### src/hdl/b32e_pkg.sv
// ---------------------------------------------------------------------------
// b32e_pkg: shared types and tables for the base32 stream encoder
// Holds the queue entry type, the alphabet lookup and default sizes.
// ---------------------------------------------------------------------------
package b32e_pkg;

    localparam int SYM_W         = 5;
    localparam int CHAR_W        = 7;
    localparam int NUM_PHASES    = 5;
    localparam int PHASE_W       = 3;
    localparam int DEF_Q_DEPTH   = 4;

    // One classified byte: up to three symbols and how many of them are used.
    typedef struct packed {
        logic [SYM_W-1:0] sym0;
        logic [SYM_W-1:0] sym1;
        logic [SYM_W-1:0] sym2;
        logic [1:0]       n_syms;
        logic             eom;
    } b32e_entry_t;

    // Maps a 5-bit symbol to the ASCII code of its alphabet character.
    function automatic logic [CHAR_W-1:0] b32e_char(input logic [SYM_W-1:0] sym);
        logic [CHAR_W-1:0] c;
        unique case (sym)
            5'd0:  c = 7'h30;
            5'd1:  c = 7'h31;
            5'd2:  c = 7'h32;
            5'd3:  c = 7'h33;
            5'd4:  c = 7'h34;
            5'd5:  c = 7'h35;
            5'd6:  c = 7'h36;
            5'd7:  c = 7'h37;
            5'd8:  c = 7'h38;
            5'd9:  c = 7'h39;
            5'd10: c = 7'h41;
            5'd11: c = 7'h42;
            5'd12: c = 7'h43;
            5'd13: c = 7'h44;
            5'd14: c = 7'h46;
            5'd15: c = 7'h47;
            5'd16: c = 7'h48;
            5'd17: c = 7'h4A;
            5'd18: c = 7'h4B;
            5'd19: c = 7'h4C;
            5'd20: c = 7'h4D;
            5'd21: c = 7'h4E;
            5'd22: c = 7'h50;
            5'd23: c = 7'h51;
            5'd24: c = 7'h52;
            5'd25: c = 7'h53;
            5'd26: c = 7'h54;
            5'd27: c = 7'h56;
            5'd28: c = 7'h57;
            5'd29: c = 7'h58;
            5'd30: c = 7'h59;
            default: c = 7'h5A;
        endcase
        return c;
    endfunction

endpackage

### src/hdl/b32e_front.sv
// ---------------------------------------------------------------------------
// b32e_front: byte intake and symbol split
// Tracks the five-byte group position and slices each byte into symbols.
// ---------------------------------------------------------------------------
module b32e_front
    import b32e_pkg::*;
(
    input  logic              clk,
    input  logic              rst_n,
    input  logic              push,
    input  logic [7:0]        data_byte,
    input  logic              end_of_message,
    input  logic              q_full,
    output logic              q_push,
    output b32e_entry_t       q_entry
);

    logic [PHASE_W-1:0] phase_reg, phase_next;
    logic [7:0]         prev_byte_reg, prev_byte_next;

    assign q_push = push && !q_full;

    always_comb
    begin
        q_entry.sym0   = '0;
        q_entry.sym1   = '0;
        q_entry.sym2   = '0;
        q_entry.n_syms = 2'd1;
        q_entry.eom    = end_of_message;
        unique case (phase_reg)
            3'd1:
            begin
                q_entry.sym0   = {prev_byte_reg[2:0], data_byte[7:6]};
                q_entry.sym1   = data_byte[5:1];
                q_entry.sym2   = {data_byte[0], 4'b0000};
                q_entry.n_syms = end_of_message ? 2'd3 : 2'd2;
            end
            3'd2:
            begin
                q_entry.sym0   = {prev_byte_reg[0], data_byte[7:4]};
                q_entry.sym1   = {data_byte[3:0], 1'b0};
                q_entry.n_syms = end_of_message ? 2'd2 : 2'd1;
            end
            3'd3:
            begin
                q_entry.sym0   = {prev_byte_reg[3:0], data_byte[7]};
                q_entry.sym1   = data_byte[6:2];
                q_entry.sym2   = {data_byte[1:0], 3'b000};
                q_entry.n_syms = end_of_message ? 2'd3 : 2'd2;
            end
            3'd4:
            begin
                // No bits are left over here, so the final byte adds no flush.
                q_entry.sym0   = {prev_byte_reg[1:0], data_byte[7:5]};
                q_entry.sym1   = data_byte[4:0];
                q_entry.n_syms = 2'd2;
            end
            default:
            begin
                // Phase zero; unused codes fall in here as well.
                q_entry.sym0   = data_byte[7:3];
                q_entry.sym1   = {data_byte[2:0], 2'b00};
                q_entry.n_syms = end_of_message ? 2'd2 : 2'd1;
            end
        endcase
    end

    always_comb
    begin
        phase_next     = phase_reg;
        prev_byte_next = prev_byte_reg;
        if (q_push)
        begin
            if (end_of_message)
            begin
                phase_next     = '0;
                prev_byte_next = '0;
            end
            else
            begin
                // Unused codes act as phase zero, so they move on to phase one.
                if (phase_reg == PHASE_W'(NUM_PHASES - 1))
                    phase_next = '0;
                else if (phase_reg >= PHASE_W'(NUM_PHASES))
                    phase_next = PHASE_W'(1);
                else
                    phase_next = phase_reg + 1'b1;
                prev_byte_next = data_byte;
            end
        end
    end

    always_ff @(posedge clk or negedge rst_n)
    begin
        if (!rst_n)
        begin
            phase_reg     <= '0;
            prev_byte_reg <= '0;
        end
        else
        begin
            phase_reg     <= phase_next;
            prev_byte_reg <= prev_byte_next;
        end
    end

endmodule

### src/hdl/b32e_queue.sv
// ---------------------------------------------------------------------------
// b32e_queue: small entry queue between intake and output
// Register-based circular buffer with a fill count.
// ---------------------------------------------------------------------------
module b32e_queue
    import b32e_pkg::*;
#(
    parameter int DEPTH = DEF_Q_DEPTH
)
(
    input  logic                     clk,
    input  logic                     rst_n,
    input  logic                     wr_en,
    input  b32e_entry_t              wr_data,
    input  logic                     rd_en,
    output b32e_entry_t              rd_data,
    output logic                     full,
    output logic                     has_data,
    output logic [$clog2(DEPTH+1)-1:0] count
);

    localparam int PTR_W = $clog2(DEPTH);
    localparam int CNT_W = $clog2(DEPTH + 1);

    b32e_entry_t      storage_reg [DEPTH];
    logic [PTR_W-1:0] wr_ptr_reg, wr_ptr_next;
    logic [PTR_W-1:0] rd_ptr_reg, rd_ptr_next;
    logic [CNT_W-1:0] count_reg, count_next;
    logic             do_wr, do_rd;

    assign full     = (count_reg == CNT_W'(DEPTH));
    assign has_data = (count_reg != '0);
    assign count    = count_reg;
    assign rd_data  = storage_reg[rd_ptr_reg];
    assign do_wr    = wr_en && !full;
    assign do_rd    = rd_en && has_data;

    always_comb
    begin
        wr_ptr_next = wr_ptr_reg;
        rd_ptr_next = rd_ptr_reg;
        count_next  = count_reg;
        if (do_wr)
            wr_ptr_next = (wr_ptr_reg == PTR_W'(DEPTH - 1)) ? '0 : wr_ptr_reg + 1'b1;
        if (do_rd)
            rd_ptr_next = (rd_ptr_reg == PTR_W'(DEPTH - 1)) ? '0 : rd_ptr_reg + 1'b1;
        if (do_wr && !do_rd)
            count_next = count_reg + 1'b1;
        else if (do_rd && !do_wr)
            count_next = count_reg - 1'b1;
    end

    always_ff @(posedge clk or negedge rst_n)
    begin
        if (!rst_n)
        begin
            wr_ptr_reg <= '0;
            rd_ptr_reg <= '0;
            count_reg  <= '0;
        end
        else
        begin
            wr_ptr_reg <= wr_ptr_next;
            rd_ptr_reg <= rd_ptr_next;
            count_reg  <= count_next;
        end
    end

    always_ff @(posedge clk)
    begin
        if (do_wr)
            storage_reg[wr_ptr_reg] <= wr_data;
    end

endmodule

### src/hdl/b32e_back.sv
// ---------------------------------------------------------------------------
// b32e_back: character emitter
// Walks the symbols of the head entry and drives the output register.
// ---------------------------------------------------------------------------
module b32e_back
    import b32e_pkg::*;
(
    input  logic               clk,
    input  logic               rst_n,
    input  logic               q_has_data,
    input  b32e_entry_t        q_entry,
    output logic               q_pop,
    input  logic               pop,
    output logic               empty,
    output logic [CHAR_W-1:0]  out_char,
    output logic               last_char
);

    logic [1:0]        sym_idx_reg, sym_idx_next;
    logic              valid_reg, valid_next;
    logic [CHAR_W-1:0] char_reg;
    logic              last_reg;
    logic              load;
    logic              final_sym;
    logic [SYM_W-1:0]  cur_sym;

    assign empty     = !valid_reg;
    assign out_char  = char_reg;
    assign last_char = last_reg;

    // The output register takes a new word when it is free or being drained.
    assign load      = q_has_data && (!valid_reg || pop);
    assign final_sym = (sym_idx_reg == q_entry.n_syms - 2'd1);
    assign q_pop     = load && final_sym;

    always_comb
    begin
        unique case (sym_idx_reg)
            2'd0:    cur_sym = q_entry.sym0;
            2'd1:    cur_sym = q_entry.sym1;
            default: cur_sym = q_entry.sym2;
        endcase
    end

    always_comb
    begin
        sym_idx_next = sym_idx_reg;
        valid_next   = valid_reg;
        if (load)
        begin
            valid_next   = 1'b1;
            sym_idx_next = final_sym ? 2'd0 : sym_idx_reg + 2'd1;
        end
        else if (pop)
        begin
            valid_next = 1'b0;
        end
    end

    always_ff @(posedge clk or negedge rst_n)
    begin
        if (!rst_n)
        begin
            sym_idx_reg <= '0;
            valid_reg   <= 1'b0;
        end
        else
        begin
            sym_idx_reg <= sym_idx_next;
            valid_reg   <= valid_next;
        end
    end

    always_ff @(posedge clk)
    begin
        if (load)
        begin
            char_reg <= b32e_char(cur_sym);
            last_reg <= q_entry.eom && final_sym;
        end
    end

endmodule

### src/hdl/base32_stream_encoder_core.sv
// ---------------------------------------------------------------------------
// base32_stream_encoder_core: unpadded base32 encoder for a byte stream
// Intake, entry queue and character emitter joined at the top level.
// ---------------------------------------------------------------------------
// Usage:
// The input side is a queue write port. A byte word is taken on a rising
// edge with push high and full low; end_of_message marks the final byte.
// The output side is a queue read port. While empty is low, out_char holds
// the ASCII code of the oldest character and last_char flags the final
// character of a message; the word is taken on an edge with pop high.
// A byte yields one to three characters, and the output register emits one
// character per cycle while pop is high, so sustained throughput is set by that
// single port: about 1.6 characters per byte over a long message, up to three
// for a final byte. An accepted byte is first written to the entry queue and
// then loaded into the output register once that register is free or drained.
// A stalled receiver holds the current word; bytes keep being taken until
// the entry queue of QUEUE_DEPTH words fills, then full rises.
// Reset clears the group position, the previous byte, the queue and the
// output register; no clearing sweep is needed.
// ---------------------------------------------------------------------------
module base32_stream_encoder_core
    import b32e_pkg::*;
#(
    parameter int QUEUE_DEPTH = DEF_Q_DEPTH
)
(
    input  logic              clk,
    input  logic              rst_n,
    input  logic              push,
    output logic              full,
    input  logic [7:0]        data_byte,
    input  logic              end_of_message,
    output logic              empty,
    input  logic              pop,
    output logic [CHAR_W-1:0] out_char,
    output logic              last_char
);

    b32e_entry_t                     wr_entry;
    b32e_entry_t                     head_entry;
    logic                            q_push;
    logic                            q_pop;
    logic                            q_full;
    logic                            q_has_data;
    logic [$clog2(QUEUE_DEPTH+1)-1:0] q_count;

    assign full = q_full;

    // The front slices each byte by group position and queues the symbols.
    b32e_front u_front (
        .clk            (clk),
        .rst_n          (rst_n),
        .push           (push),
        .data_byte      (data_byte),
        .end_of_message (end_of_message),
        .q_full         (q_full),
        .q_push         (q_push),
        .q_entry        (wr_entry)
    );

    // The queue decouples intake from a stalled receiver.
    b32e_queue #(
        .DEPTH (QUEUE_DEPTH)
    ) u_queue (
        .clk      (clk),
        .rst_n    (rst_n),
        .wr_en    (q_push),
        .wr_data  (wr_entry),
        .rd_en    (q_pop),
        .rd_data  (head_entry),
        .full     (q_full),
        .has_data (q_has_data),
        .count    (q_count)
    );

    // The back turns symbols into characters, one word per cycle while the receiver pops.
    b32e_back u_back (
        .clk        (clk),
        .rst_n      (rst_n),
        .q_has_data (q_has_data),
        .q_entry    (head_entry),
        .q_pop      (q_pop),
        .pop        (pop),
        .empty      (empty),
        .out_char   (out_char),
        .last_char  (last_char)
    );

`ifndef SYNTHESIS
    // Any shown character is within the alphabet's code range.
    a_char_range: assert property (@(posedge clk) disable iff (!rst_n)
        !empty |-> (out_char >= 7'd48 && out_char <= 7'd90))
        else $error("out_char outside the alphabet range");

    // An accepted byte leaves a character pending once its entry has passed the queue.
    a_push_visible: assert property (@(posedge clk) disable iff (!rst_n)
        (push && !full) |=> ##1 !empty)
        else $error("accepted byte produced no pending character");

    // The queue fill count never exceeds its depth.
    a_count_bound: assert property (@(posedge clk) disable iff (!rst_n)
        q_count <= ($clog2(QUEUE_DEPTH+1))'(QUEUE_DEPTH))
        else $error("queue count exceeds depth");

    // The queue is never popped while the back holds no head entry.
    a_pop_needs_data: assert property (@(posedge clk) disable iff (!rst_n)
        q_pop |-> q_has_data)
        else $error("queue popped while empty");
`endif

endmodule

### config.mk
export PLATFORM = sky130hd
export DESIGN_NAME = base32_stream_encoder_core
export DESIGN_NICKNAME = d
export VERILOG_FILES = /design/src/hdl/b32e_pkg.sv /design/src/hdl/b32e_front.sv /design/src/hdl/b32e_queue.sv /design/src/hdl/b32e_back.sv /design/src/hdl/base32_stream_encoder_core.sv
export SDC_FILE = /design/constraint.sdc
export NUM_CORES = 1
export LEC_CHECK = 0
export BUFFER_PORTS_ARGS = -buffer_cell sky130_fd_sc_hd__buf_2
export CELL_PAD_IN_SITES_DETAIL_PLACEMENT = 0
export CELL_PAD_IN_SITES_GLOBAL_PLACEMENT = 1
export CORE_ASPECT_RATIO = 0.9
export CORE_MARGIN = 5
export CORE_UTILIZATION = 47
export DETAILED_ROUTE_END_ITERATION = 8
export PLACE_DENSITY_LB_ADDON = 0.1
export SYNTH_ARGS = -nofsm -noshare
export SYNTH_HDL_FRONTEND = slang
export SYNTH_HIERARCHICAL = 1
export SYNTH_SLANG_ARGS = --single-unit
### constraint.sdc
create_clock -name clk -period 3.05 [get_ports clk]
set_input_delay 0.305 -clock clk [delete_from_list [all_inputs] [get_ports clk]]
set_output_delay 0.305 -clock clk [all_outputs]
set_load 0.005 [all_outputs]
-- After elaboration in Yosys (flattened, before gate mapping)
Memory sizes are Yosys's and may differ from the RTL's. A register that Yosys moved wholly into a read port is not among the register bits.
Index checks and enable logic that the tools add are counted.
- bits in registers: 18
- RAM bits: 72
- memory bits (read-only): 224
- input bits: 13
- output and inout port bits: 10
- word-level logic and storage cells: 64
- memories: 2
- memory list (memory ; words ; width ; read ports ; clocked after Yosys merged registers in ; wr ports ; RTL line ; source):
    (name not given) ; 32 ; 7 ; 1 ; 1 ; 0 ; b32e_pkg.sv:25 ; unique case (sym)
    u_queue.storage_reg ; 4 ; 18 ; 1 ; 0 ; 1 ; b32e_queue.sv:25 ; b32e_entry_t storage_reg [DEPTH];
- $add $sub $neg: 7
- magnitude comparators: 1
- eq/ne operators: 9
- mux-type cells: 19
- reduce and logical (&&, ||, !) cells: 18
- operator list (kind ; count):
    case mux 10 bit (4 select lines) ; 1
    case mux 5 bit (2 select lines) ; 2
    two-way mux 3 bit ; 5
    logical AND 1 bit ; 8
    two-way mux 2 bit ; 4
    adder 2 x 1 -> 2 bit, second input constant ; 3
    adder 3 x 1 -> 3 bit, second input constant ; 2
    equality test 3 x 2 -> 1 bit, second input constant ; 2
    equality test 3 bit, second input constant ; 2
    two-way mux 1 bit ; 5
    equality test 2 bit, second input constant ; 2
    zero test 1 bit ; 4
    two-way mux 4 bit ; 1
    case mux 2 bit (2 select lines) ; 1
    nonzero test 2 bit ; 2
    equality test 3 x 1 -> 1 bit, second input constant ; 1
    greater-or-equal comparator 3 bit, second input constant ; 1
    nonzero test 3 bit ; 1
    subtractor 3 x 1 -> 3 bit, second input constant ; 1
    equality test 2 x 1 -> 1 bit, second input constant ; 1
    equality test 2 bit ; 1
    zero test 2 bit ; 1
    OR reduction 2 bit ; 1
    subtractor 2 x 1 -> 2 bit, second input constant ; 1
    logical OR 1 bit ; 1

-- Longest topological paths before layout
Gate-level depths: netlist of the first run.
- depth after elaboration: 8
- mapped depth: 14

-- By module
The synthesis of the first run kept the hierarchy.
- modules (own cells, without submodules) (module ; instances ; cells an instance ; area each (sq um) ; sequential area each (sq um)):
    b32e_queue ; 1 ; 131 ; 3071.7 ; 2337.2
    b32e_back ; 1 ; 94 ; 914.6 ; 315.3
    b32e_front ; 1 ; 99 ; 822.0 ; 175.2

-- Least setup slack after synthesis of the first run
No wires, ideal clock.
- kind: reg2reg
- start point: reg u_queue.rd_ptr_reg[0]
- end point: reg u_back.char_reg[1] (netlist: u_back/out_char[1]), data pin
- arrival: 2638 ps
- path slack: 152 ps
- cell stages (with the launch flop): 10
- period minus slack after synthesis: 2898 ps
- path through: dfrtp_1 > buf_2 > mux4_2 > a22o_2 > a21o_2 > buf_2 > ha_1 > mux2i_1 > o221ai_1 > mux2_2
- RTL lines (element ; RTL line ; source):
    start, declared ; b32e_queue.sv:27 ; logic [PTR_W-1:0] rd_ptr_reg, rd_ptr_next;
    start signal, assigned ; b32e_queue.sv:64 ; rd_ptr_reg <= rd_ptr_next;
    end, declared ; b32e_back.sv:21 ; logic [CHAR_W-1:0] char_reg;

==> results of run 1 <==
[through the flow]
step	instances	area (µm²)
final	485	5351
after global routing	485	5351
after CTS	485	5349
after detailed placement	468	5052
after global placement	468	5052
after floorplan	326	4816
[placed cells by master (no fill, tap or decap), types with 2 or more instances in the layout]
master / instances
nor3_1: 4
a22o_2: 4
ha_1: 18
nand2_1: 15
mux2_2: 10
edfxtp_1: 80
inv_1: 14
clkinv_4: 2
buf_2: 22
nand3_1: 3
conb_1: 3
and2_2: 6
xor2_1: 2
and2_1: 2
o22ai_1: 2
dfrtp_1: 17
a31oi_1: 2
a32oi_1: 8
nor2_1: 9
mux2_4: 4
clkbuf_16: 9
a211oi_1: 3
buf_4: 9
a21oi_1: 8
a21o_2: 3
nand2b_1: 7
o21ai_0: 19
mux4_2: 18
inv_8: 2
or3_1: 3
a22oi_1: 9
xnor2_1: 3
mux2i_1: 2
nor2b_1: 2
[Yosys cell counts (4+ instances only)]
cell type,number
clkbuf_1,5
buf_2,5
nor2_1,10
and2_2,6
a22o_2,4
nor3_1,4
edfxtp_1,80
nand2b_1,7
ha_1,18
a21oi_1,8
a22oi_1,9
mux4_2,18
a32oi_1,8
mux2_4,4
buf_4,6
nand2_1,15
inv_1,14
dfrtp_1,17
o21ai_0,19
mux2_2,10
[worst paths after layout]
| kind | startpoint | cells past startpoint | end |
|---|---|---|---|
| worst max register to register | u_queue/rd_ptr_reg[0] | 12 | u_queue/count[1] |
| worst max-delay path | u_queue/rd_ptr_reg[0] | 12 | u_queue/count[1] |
| worst min-delay path | pop | 3 | u_back/valid_reg |
| max in group asynchronous | rst_n | 2 | u_queue/wr_ptr_reg[1] |
| min in group asynchronous | rst_n | 2 | u_back/valid_reg |
| worst min register to register | u_front/prev_byte_reg[3] | 2 | u_front/prev_byte_reg[3] |
[power by group through the flow]
stage | combinational (mW) | sequential (mW) | clock [mW]
6_report | 3.11 | 2.24 | 1.07
5_1_grt | 3.44 | 2.28 | 1.17
4_1_cts | 3.13 | 2.24 | 1.12
3_5_place_dp | 3.12 | 2.27 | 0
3_3_place_gp | 3.08 | 2.25 | 0
2_1_floorplan | 2.39 | 2.20 | 0
[metal layers]
metal / vias to the layer above / global-route usage
li1: 1316 / -
met1: 1403 / 0.2277
met2: 59 / 0.2435
met3: 2 / 0.03813
met4: 0 / 0.03931
met5: - / 0
[area by class of cell]
cell class | count | area, µm² | area share
Tap cell | 129 | 161.4 | 0.03016
Multi-Input combinational cell | 196 | 1815 | 0.3393
Inverter | 14 | 52.55 | 0.009820
Timing Repair Buffer | 33 | 207.7 | 0.03881
Clock buffer | 9 | 225.2 | 0.04209
Sequential cell | 97 | 2828 | 0.5284
Clock inverter | 7 | 61.31 | 0.01146
[kinds of logic (layout without fill, tap and decap cells)]
| group | after synthesis | after routing | share of synthesized area |
|---|---|---|---|
| flops | 97 | 97 | 0.5881 |
| other cells | 1 | 3 | 0.0007799 |
| compound gates | 76 | 76 | 0.1197 |
| fa+ha+maj | 19 | 19 | 0.05100 |
| mux | 34 | 34 | 0.1244 |
| xor+xnor | 5 | 5 | 0.009109 |
| simple gates | 59 | 59 | 0.07052 |
| buf+inv | 33 | 63 | 0.03643 |
[what timing repair did]
item | CTS | global route
endpoints found under the hold margin | 17 | 0
setup endpoints to repair | 0 | 1
hold buffers | 1 | 0
resized for setup | 0 | 1
[worst max-delay path: stages, from the launching register on]
cell     delay (ns)
dfrtp_1        0.39
buf_4          0.15
mux4_2         0.55
xnor2_1        0.20
nand2_1        0.09
nor2_1         0.09
nor2_1         0.07
nor2_2         0.15
nand2_4        0.08
ha_1           0.21
inv_1          0.07
fa_1           0.40
mux2_2         0.27
==> impl_metrics.csv, run 1 <==
group,metric,value,unit
global_routing,grt_pass1_wl,14.90,mm
clock_network,root_buffer,"clkbuf_16",
pwr,power.switching,2.397,mW
global_routing,grt_usage,0.1583,
route,dr_total_vias,2780,
sta,period_share,0.9247,
route,drtIter0Drc,216,
synthesis,synthTopCellsByArea,"edfxtp_1, dfrtp_1, mux4_2, ha_1, mux2_2",
sta,tns,0,ns
sta,setup_viol,0,
route,top_layer,"met4",
die,die_height,106.0,µm
die,fp.dieW,116.6,µm
route,vias_per_cell,5.732,
sta,finalHoldViolations,0,
pwr,p_comb_frac,0.485,
sta,finalCriticalPeriod,2.820,ns
pwr,pwr-share-seq,0.348,
pwr,ir_drop,0.5551,mV
clock_network,cts_tree,"done",
synthesis,syn_area_per_cell,14.84,µm²
sta,tightest_slew,0.5396,ns
cells_and_area,postLayoutCoreUtil,0.5290,
flow_run,max-cap-violations,0,
clock_network,post-cts-setup-buffers,0,
die,start_util,0.4753,
clock_network,clk_pin_slew,0.07,ns
global_routing,gr-total-overflow,0,
sta,rsz0062_at_grt,"no",
route,wl_met1,4.306,mm
cells_and_area,diodes,0,
clock_network,numCtsBuffers,9,
synthesis,syn_area,4808,µm²
synthesis,syn_inst,324,
clock_network,insertion_delay,0.34,ns
clock_network,cts.sinks,97,
global_routing,grt_max_degree,22,
synthesis,yosys.area.top_type,"edfxtp_1",
cells_and_area,n_fill_cell,837,
cells_and_area,drive_above_1_share,0.2978,
synthesis,synth_top_area_frac,0.4996,
clock_network,clockBufferDepth,2,
route,wl,9.072,mm
critical_path,rrSetupSlack,0.23,ns
placement,dp_worst_setup_slack,0.1840,ns
cells_and_area,synthToLayoutAreaGrowth,11.29,%
route,drtPass1Iterations,6,
pwr,power,6.419,mW
die,coreArea,10120,µm²
sta,fin_worst_hold_slack,0.2464,ns
placement,gp_congestion,0.8376,
synthesis,synth_edf_count,80,
pwr,intPower,4.021,mW
synthesis,ys_ff_latch,97,
die,ios,23,
sta,slew_headroom,0.6402,
sta,drv_slew,0,
pwr,power_frac_clock,0.167,
route,drtAntennaViolNets,0,
clock_network,htreeDepth,3,
route,drc_errors,0,
sta,fin_skew,0.01090,ns
synthesis,synthArstFlopShare,0.1753,
sta,clock.fmax,354.6,MHz
pwr,powerDensity,1199,nW/µm²
global_routing,grt_pass1_vias,2756,
critical_path,crit_fanout,5,
critical_path,crit_required,3.27,ns
synthesis,synth_seq_area_share,0.5881,
critical_path,start_kind,"flip-flop",
outcome,outcome,"completed",
synthesis,ys_warn_count,6,
placement,dp_hpwl,6.226,mm
die,die_area,12360,µm²
pwr,leakage,1.961,nW
placement,port_buffers,22,
critical_path,end_kind,"flip-flop",
route,route.met3.wl,345,µm
synthesis,yosysUniqueCellTypes,59,
die,placementRows,35,
global_routing,antenna_found_initial,0,
synthesis,ys.flop_type,"edfxtp_1",
cells_and_area,nets,383,
sta,timing.final.ws_setup,0.2296,ns
critical_path,crit_type,"reg2reg",
route,met2_length,4.379,mm
hold_path,hold_class,"in2reg",
pwr,switching_share,0.3735,
cells_and_area,largest_reg_flops,72,
critical_path,arrival,3.04,ns
route,wl_per_cell,18.71,µm
Power figures use the tool's default switching activity.
==> inputs of run 2 (changes only) <==
--- a/config.mk
+++ b/config.mk
@@ -10,10 +10,9 @@
 export CELL_PAD_IN_SITES_GLOBAL_PLACEMENT = 1
 export CORE_ASPECT_RATIO = 0.9
 export CORE_MARGIN = 5
-export CORE_UTILIZATION = 47
+export CORE_UTILIZATION = 46
 export DETAILED_ROUTE_END_ITERATION = 8
 export PLACE_DENSITY_LB_ADDON = 0.1
 export SYNTH_ARGS = -nofsm -noshare
 export SYNTH_HDL_FRONTEND = slang
-export SYNTH_HIERARCHICAL = 1
 export SYNTH_SLANG_ARGS = --single-unit
==> run 2 against run 1 <==
  * Global-route usage fell by 0.72 points
  * Die area fell by 8.6%
  * Worst hold slack got worse by 0.11 ns
  * Clock-buffer cell count did not move
  * First-iteration DRC count fell by 49%
  * Critical path depth fell by 4
  * Register-to-register slack improved by 0.03 ns
  * Via count fell by 7.4%
  * Flip-flop and latch count fell by 12
  * Critical path type unchanged
  * Final cell count fell by 2.1%
  * Combinational power fell by 13%
  * Sequential power fell by 12%
==> impl_metrics.csv, run 2 <==
group,metric,value,unit
route,drtPass1Iterations,4,
die,coreArea,9084,µm²
cells_and_area,most-common-layout-cells,"edfxtp_1, nand2_1, o21ai_0, buf_2, ha_1",
synthesis,ys.flop_type,"edfxtp_1",
global_routing,grt_pass1_vias,2569,
sta,rsz0062_at_grt,"no",
synthesis,yosys-top-cells-count,"edfxtp_1, nand2_1, o21ai_0",
die,die_area,11290,µm²
cells_and_area,finish.instance_area,4782,µm²
critical_path,crit_required,3.13,ns
clock_network,htreeDepth,3,
clock_network,cts.sinks,85,
sta,fin_skew,0.01095,ns
route,wl_per_cell,16.66,µm
critical_path,crit_type,"reg2reg",
synthesis,synthTopCellsByArea,"edfxtp_1, dfrtp_1, ha_1, mux4_2, mux4_1",
synthesis,ys_warn_count,0,
synthesis,ys_ff_latch,85,
global_routing,gr-total-overflow,0,
critical_path,worst_r2r_startpoint,"u_queue.rd_ptr_reg[0]",
sta,period_share,0.9139,
global_routing,grt_pass1_wl,13.41,mm
cells_and_area,nets,380,
route,drc_errors,0,
clock_network,root_buffer,"clkbuf_8",
pwr,power,5.541,mW
route,drtIter0Drc,111,
synthesis,synth_xor_xnor_area_share,0.01233,
die,fp.dieW,111.4,µm
hold_path,hold_class,"in2reg",
synthesis,synth_edf_count,68,
hold_path,min-delay-start,"pop",
synthesis,synth_compound_gate_area_share,0.1004,
die,die_height,101.3,µm
synthesis,synth_seq_area_share,0.5791,
synthesis,syn_nets,346,
critical_path,start_kind,"flip-flop",
sta,clock.fmax,358.7,MHz
clock_network,clk_pin_slew,0.09,ns
synthesis,synthSimpleGateAreaFrac,0.09398,
flow_run,max-cap-violations,0,
cells_and_area,layout_commonest_cell,"edfxtp_1",
pwr,leakage,1.858,nW
placement,placed_cell_area,4552,µm²
sta,tns,0,ns
pwr,powerDensity,1159,nW/µm²
sta,slew_headroom,0.2996,
critical_path,arrival,2.87,ns
die,ios,23,
cells_and_area,largest_reg_flops,60,
die,start_util,0.4690,
global_routing,grt_usage,0.1511,
sta,finalHoldViolations,0,
global_routing,antenna_found_initial,0,
synthesis,yosysMostFrequentCell,"edfxtp_1",
sta,finalCriticalPeriod,2.787,ns
synthesis,synthAdderAreaFrac,0.05756,
synthesis,synth_top_area_frac,0.4793,
placement,dp_cells,458,
clock_network,numCtsBuffers,9,
cells_and_area,layoutNonFillerInstCount,475,
placement,port_buffers,22,
sta,fin_worst_hold_slack,0.1387,ns
placement,dp_hpwl,5.563,mm
clock_network,clockBufferDepth,2,
route,dr_total_vias,2574,
synthesis,yosysUniqueCellTypes,48,
synthesis,syn_area_per_cell,13.57,µm²
route,drtAntennaViolNets,0,
die,placementRows,33,
synthesis,synthArstFlopShare,0.2000,
sta,setup_viol,0,
clock_network,post-cts-setup-buffers,0,
global_routing,grt_max_degree,23,
clock_network,insertion_delay,0.34,ns
sta,drv_slew,0,
critical_path,crit_fanout,9,
synthesis,synth_mux_area_frac,0.1198,
route,vias_per_cell,5.419,
critical_path,end_kind,"flip-flop",
outcome,outcome,"completed",
cells_and_area,n_fill_cell,782,
sta,tightest_slew,1.051,ns
synthesis,synth_top_family_by_area,"multiplexers",
cells_and_area,diodes,0,
cells_and_area,drive_above_1_share,0.2210,
synthesis,yosys.area.top_type,"edfxtp_1",
synthesis,syn_area,4260,µm²
synthesis,syn_inst,314,
pwr,ir_drop,0.3689,mV
critical_path,worstSetupStartpoint,"u_queue.rd_ptr_reg[0]",
clock_network,cts_tree,"done",
placement,gp_congestion,0.7579,
cells_and_area,synthToLayoutAreaGrowth,12.25,%
route,wl,7.914,mm
[run 2: changes by cell type after synthesis, moves of 6 or more]
| cell | change |
|---|---|
| and2_2 | -6 |
| buf_4 | -6 |
| edfxtp_1 | -12 |
| mux2i_1 | +10 |
| mux4_2 | -12 |
| nand2_1 | +10 |
[run 2: cell type report]
cell class	instances	area, µm²	area share
Clock buffer	9	123.9	0.02590
Clock inverter	7	96.34	0.02015
Inverter	16	60.06	0.01256
Multi-Input combinational cell	198	1637	0.3422
Sequential cell	85	2467	0.5160
Tap cell	122	152.6	0.03192
Timing Repair Buffer	38	245.2	0.05128
[run 2: worst paths after layout]
path / endpoint / slack [ns] / cells past startpoint
worst min register to register: u_queue.count[2] / 0.50 / 1
worst max-delay path: u_back.out_char[1] / 0.26 / 8
worst min-delay path: u_back.valid_reg / 0.14 / 2
max in group asynchronous: u_queue.wr_ptr_reg[1] / 2.31 / 2
worst max register to register: u_back.out_char[1] / 0.26 / 8
min in group asynchronous: u_back.valid_reg / 0.43 / 2
[run 2: power breakdown]
part	total [mW]	switching (mW)	internal [mW]
combinational	2.70	1.48	1.22
clock	0.877	0.411	0.466
sequential	1.96	0.143	1.82
[run 2: layer usage]
layer,GRT usage,up-vias,wire length [µm]
met2,0.2541,41,3865
met3,0.03405,6,265
met1,0.2002,1265,3715
li1,-,1262,-
met4,0.04210,0,68
met5,0,-,0
[run 2: through the flow]
stage               setup slack, ns  utilization
detailed placement           0.2357       0.5011
global placement             0.2697       0.5011
CTS                          0.2229       0.5264
finish                       0.2625       0.5264
global route                0.01595       0.5264
floorplan                    0.2980            -
[run 2: cells by family after synthesis]
group           count (synthesis)
simple gates                   77
compound gates                 62
flops                          85
xor+xnor                        6
mux                            34
buf+inv                        31
fa+ha+maj                      19
[run 2: repair_timing]
action | 4_1_cts | 5_1_grt
resized for setup | 0 | 0
hold buffers | 1 | 0
endpoints found under the hold margin | 17 | 0
[run 2: critical path, stage by stage, from the launching register on]
cell and delay (ns):
dfrtp_1 0.40, buf_4 0.19, buf_4 0.21, mux4_2 0.52, a22oi_1 0.25, ha_1 0.35, and3_1 0.17, a221oi_1 0.29
mux2i_1 0.13
==> inputs of run 3 (changes only) <==
--- a/config.mk
+++ b/config.mk
@@ -8,7 +8,7 @@
 export BUFFER_PORTS_ARGS = -buffer_cell sky130_fd_sc_hd__buf_2
 export CELL_PAD_IN_SITES_DETAIL_PLACEMENT = 0
 export CELL_PAD_IN_SITES_GLOBAL_PLACEMENT = 1
-export CORE_ASPECT_RATIO = 0.9
+export CORE_ASPECT_RATIO = 2
 export CORE_MARGIN = 5
 export CORE_UTILIZATION = 46
 export DETAILED_ROUTE_END_ITERATION = 8
==> run 3 against run 2 <==
  * Wire length rose by 4.9%
  * Register-to-register slack improved by 0.03 ns
  * Final cell count fell by 4.0%
  * Critical path depth rose by 3
  * Critical endpoint is now u_queue.count[2]
  * Largest cell class unchanged
  * Highest routed layer unchanged
==> impl_metrics.csv, run 3 (synthesis results as in run 2) <==
group,metric,value,unit
outcome,outcome,"completed",
die,placementRows,49,
clock_network,clockBufferDepth,2,
global_routing,grt_max_degree,24,
pwr,power.switching,2.097,mW
critical_path,reg2reg_to,"u_queue.count[2]",
clock_network,insertion_delay,0.33,ns
hold_path,hold_class,"in2reg",
sta,finalCriticalPeriod,2.760,ns
cells_and_area,diodes,0,
critical_path,r2r_cells,11,
route,drtPass1Iterations,4,
pwr,ir_drop,0.5382,mV
critical_path,start_kind,"flip-flop",
sta,slew_headroom,0.5157,
critical_path,crit_type,"reg2reg",
global_routing,grt_pass1_wl,13.83,mm
route,drtIter0Drc,141,
clock_network,htreeDepth,3,
critical_path,cp_cell_sequence,"mux4_1 -> xnor2_1 -> nor2_1 -> a21oi_1 -> nand2b_1 -> ha_1 -> inv_1 -> fa_1 -> xor2_1 -> nor2_1 -> xor2_1",
critical_path,max_stage_delay,0.58,ns
pwr,power,5.992,mW
sta,setup_viol,0,
critical_path,crit_buf_inv,1,
route,drc_errors,0,
die,ios,23,
critical_path,crit_fanout,7,
route,vias_per_cell,5.660,
pwr,pwr-share-seq,0.330,
cells_and_area,drive_above_1_share,0.2232,
die,start_util,0.4727,
hold_path,min-delay-start,"pop",
cells_and_area,n_fill_cell,758,
critical_path,crit_required,3.30,ns
route,drtAntennaViolNets,0,
clock_network,clk_pin_slew,0.06,ns
global_routing,gr-total-overflow,0,
route,wl,8.299,mm
cells_and_area,finish.instance_area,4907,µm²
hold_path,hold_path_depth,2,
global_routing,grt_usage,0.1564,
sta,tightest_slew,0.7237,ns
pwr,p_comb_frac,0.460,
critical_path,rrSetupSlack,0.29,ns
pwr,switching_share,0.3499,
pwr,intPower,3.896,mW
die,die_area,11400,µm²
placement,dp_worst_setup_slack,0.1780,ns
route,dr_total_vias,2581,
critical_path,arrival,3.01,ns
cells_and_area,layout_commonest_cell,"edfxtp_1",
clock_network,root_buffer,"clkbuf_16",
cells_and_area,postLayoutCoreUtil,0.5445,
global_routing,antenna_found_initial,0,
clock_network,cts.sinks,85,
sta,drv_slew,0,
cells_and_area,most-common-layout-cells,"edfxtp_1, nand2_1, o21ai_0, buf_2, ha_1",
cells_and_area,layoutNonFillerInstCount,456,
critical_path,slowest_stage,"mux4_1",
clock_network,numCtsBuffers,9,
sta,period_share,0.9049,
critical_path,end_kind,"flip-flop",
placement,port_buffers,22,
critical_path,worst_r2r_startpoint,"u_queue.rd_ptr_reg[0]",
sta,fin_worst_hold_slack,0.1628,ns
pwr,powerDensity,1221,nW/µm²
die,fp.dieW,78.05,µm
placement,dp_hpwl,6.200,mm
sta,finalHoldViolations,0,
cells_and_area,largest_reg_flops,60,
sta,clock.fmax,362.3,MHz
sta,tns,0,ns
cells_and_area,nets,381,
sta,rsz0062_at_grt,"no",
pwr,leakage,1.925,nW
die,coreArea,9012,µm²
placement,dp_cells,439,
route,wl_per_cell,18.20,µm
cells_and_area,synthToLayoutAreaGrowth,15.18,%
hold_path,min_to,"u_back.valid_reg",
placement,placed_cell_area,4534,µm²
pwr,power_frac_clock,0.210,
placement,gp_congestion,0.8648,
clock_network,cts_tree,"done",
flow_run,max-cap-violations,0,
sta,fin_skew,0.004507,ns
sta,timing.final.ws_setup,0.2901,ns
critical_path,cpLargestDelayFamily,"multiplexers",
die,die_height,146.1,µm
critical_path,crit_cells,11,
global_routing,grt_pass1_vias,2674,
-- run 3: cell count changes in the layout (fill, tap and decap cells not counted), sizes merged --
cell,delta
clkinv,-2
inv,-1
clkbuf,+3
buf,+1
-- run 3: final cells by class --
type / instances / area [µm²] / area share
clock buffer: 12 / 289.0 / 0.05890
sequential: 85 / 2469 / 0.5031
inverter: 16 / 60.06 / 0.01224
multi-input combinational: 198 / 1637 / 0.3335
timing repair buffer: 39 / 252.7 / 0.05150
tap: 102 / 127.6 / 0.02601
clock inverter: 4 / 72.57 / 0.01479
-- run 3: worst reg2reg max path, cell delays in order (launching register included) --
cell	delay [ns]
dfrtp_2	0.44
mux4_1	0.58
xnor2_1	0.19
nor2_1	0.07
a21oi_1	0.15
nand2b_1	0.19
ha_1	0.20
inv_1	0.06
fa_1	0.37
xor2_1	0.17
nor2_1	0.11
xor2_1	0.16
-- run 3: what timing repair did --
item | in CTS | in global routing
hold buffers | 1 | 0
resized for setup | 0 | 1
hold endpoints to repair | 17 | 0
setup buffers | 0 | 0
endpoints found under the setup margin | 0 | 1
-- run 3: worst max path at each step --
stage,startpoint,endpoint,slack [ns]
finish,u_queue.rd_ptr_reg[0],u_queue.count[2],0.29
global route,u_queue.rd_ptr_reg[0],u_queue.count[2],0.07
CTS,u_queue.rd_ptr_reg[0],u_queue.count[2],0.17
detailed placement,u_queue.rd_ptr_reg[0],u_queue.count[2],0.18
global placement,u_queue.rd_ptr_reg[0],u_queue.count[2],0.28
floorplan,u_queue.rd_ptr_reg[0],u_queue.count[2],0.30
-- run 3: per-layer routing --
layer	wire [µm]	vias up	GRT usage	part of all wire
met1	3064	1269	0.1620	0.37
met3	182	11	0.02774	0.022
met4	130	0	0.05584	0.016
met2	4922	40	0.3011	0.59
li1	-	1261	-	-
met5	0	-	0	0
-- run 3: power groups by stage --
stage	Combinational, mW	Clock [mW]	Sequential (mW)
global route	3.09	1.33	2.02
floorplan	2.08	0	1.96
finish	2.76	1.26	1.98
global placement	2.73	0	1.99
detailed placement	2.79	0	2.01
CTS	2.80	1.29	1.99
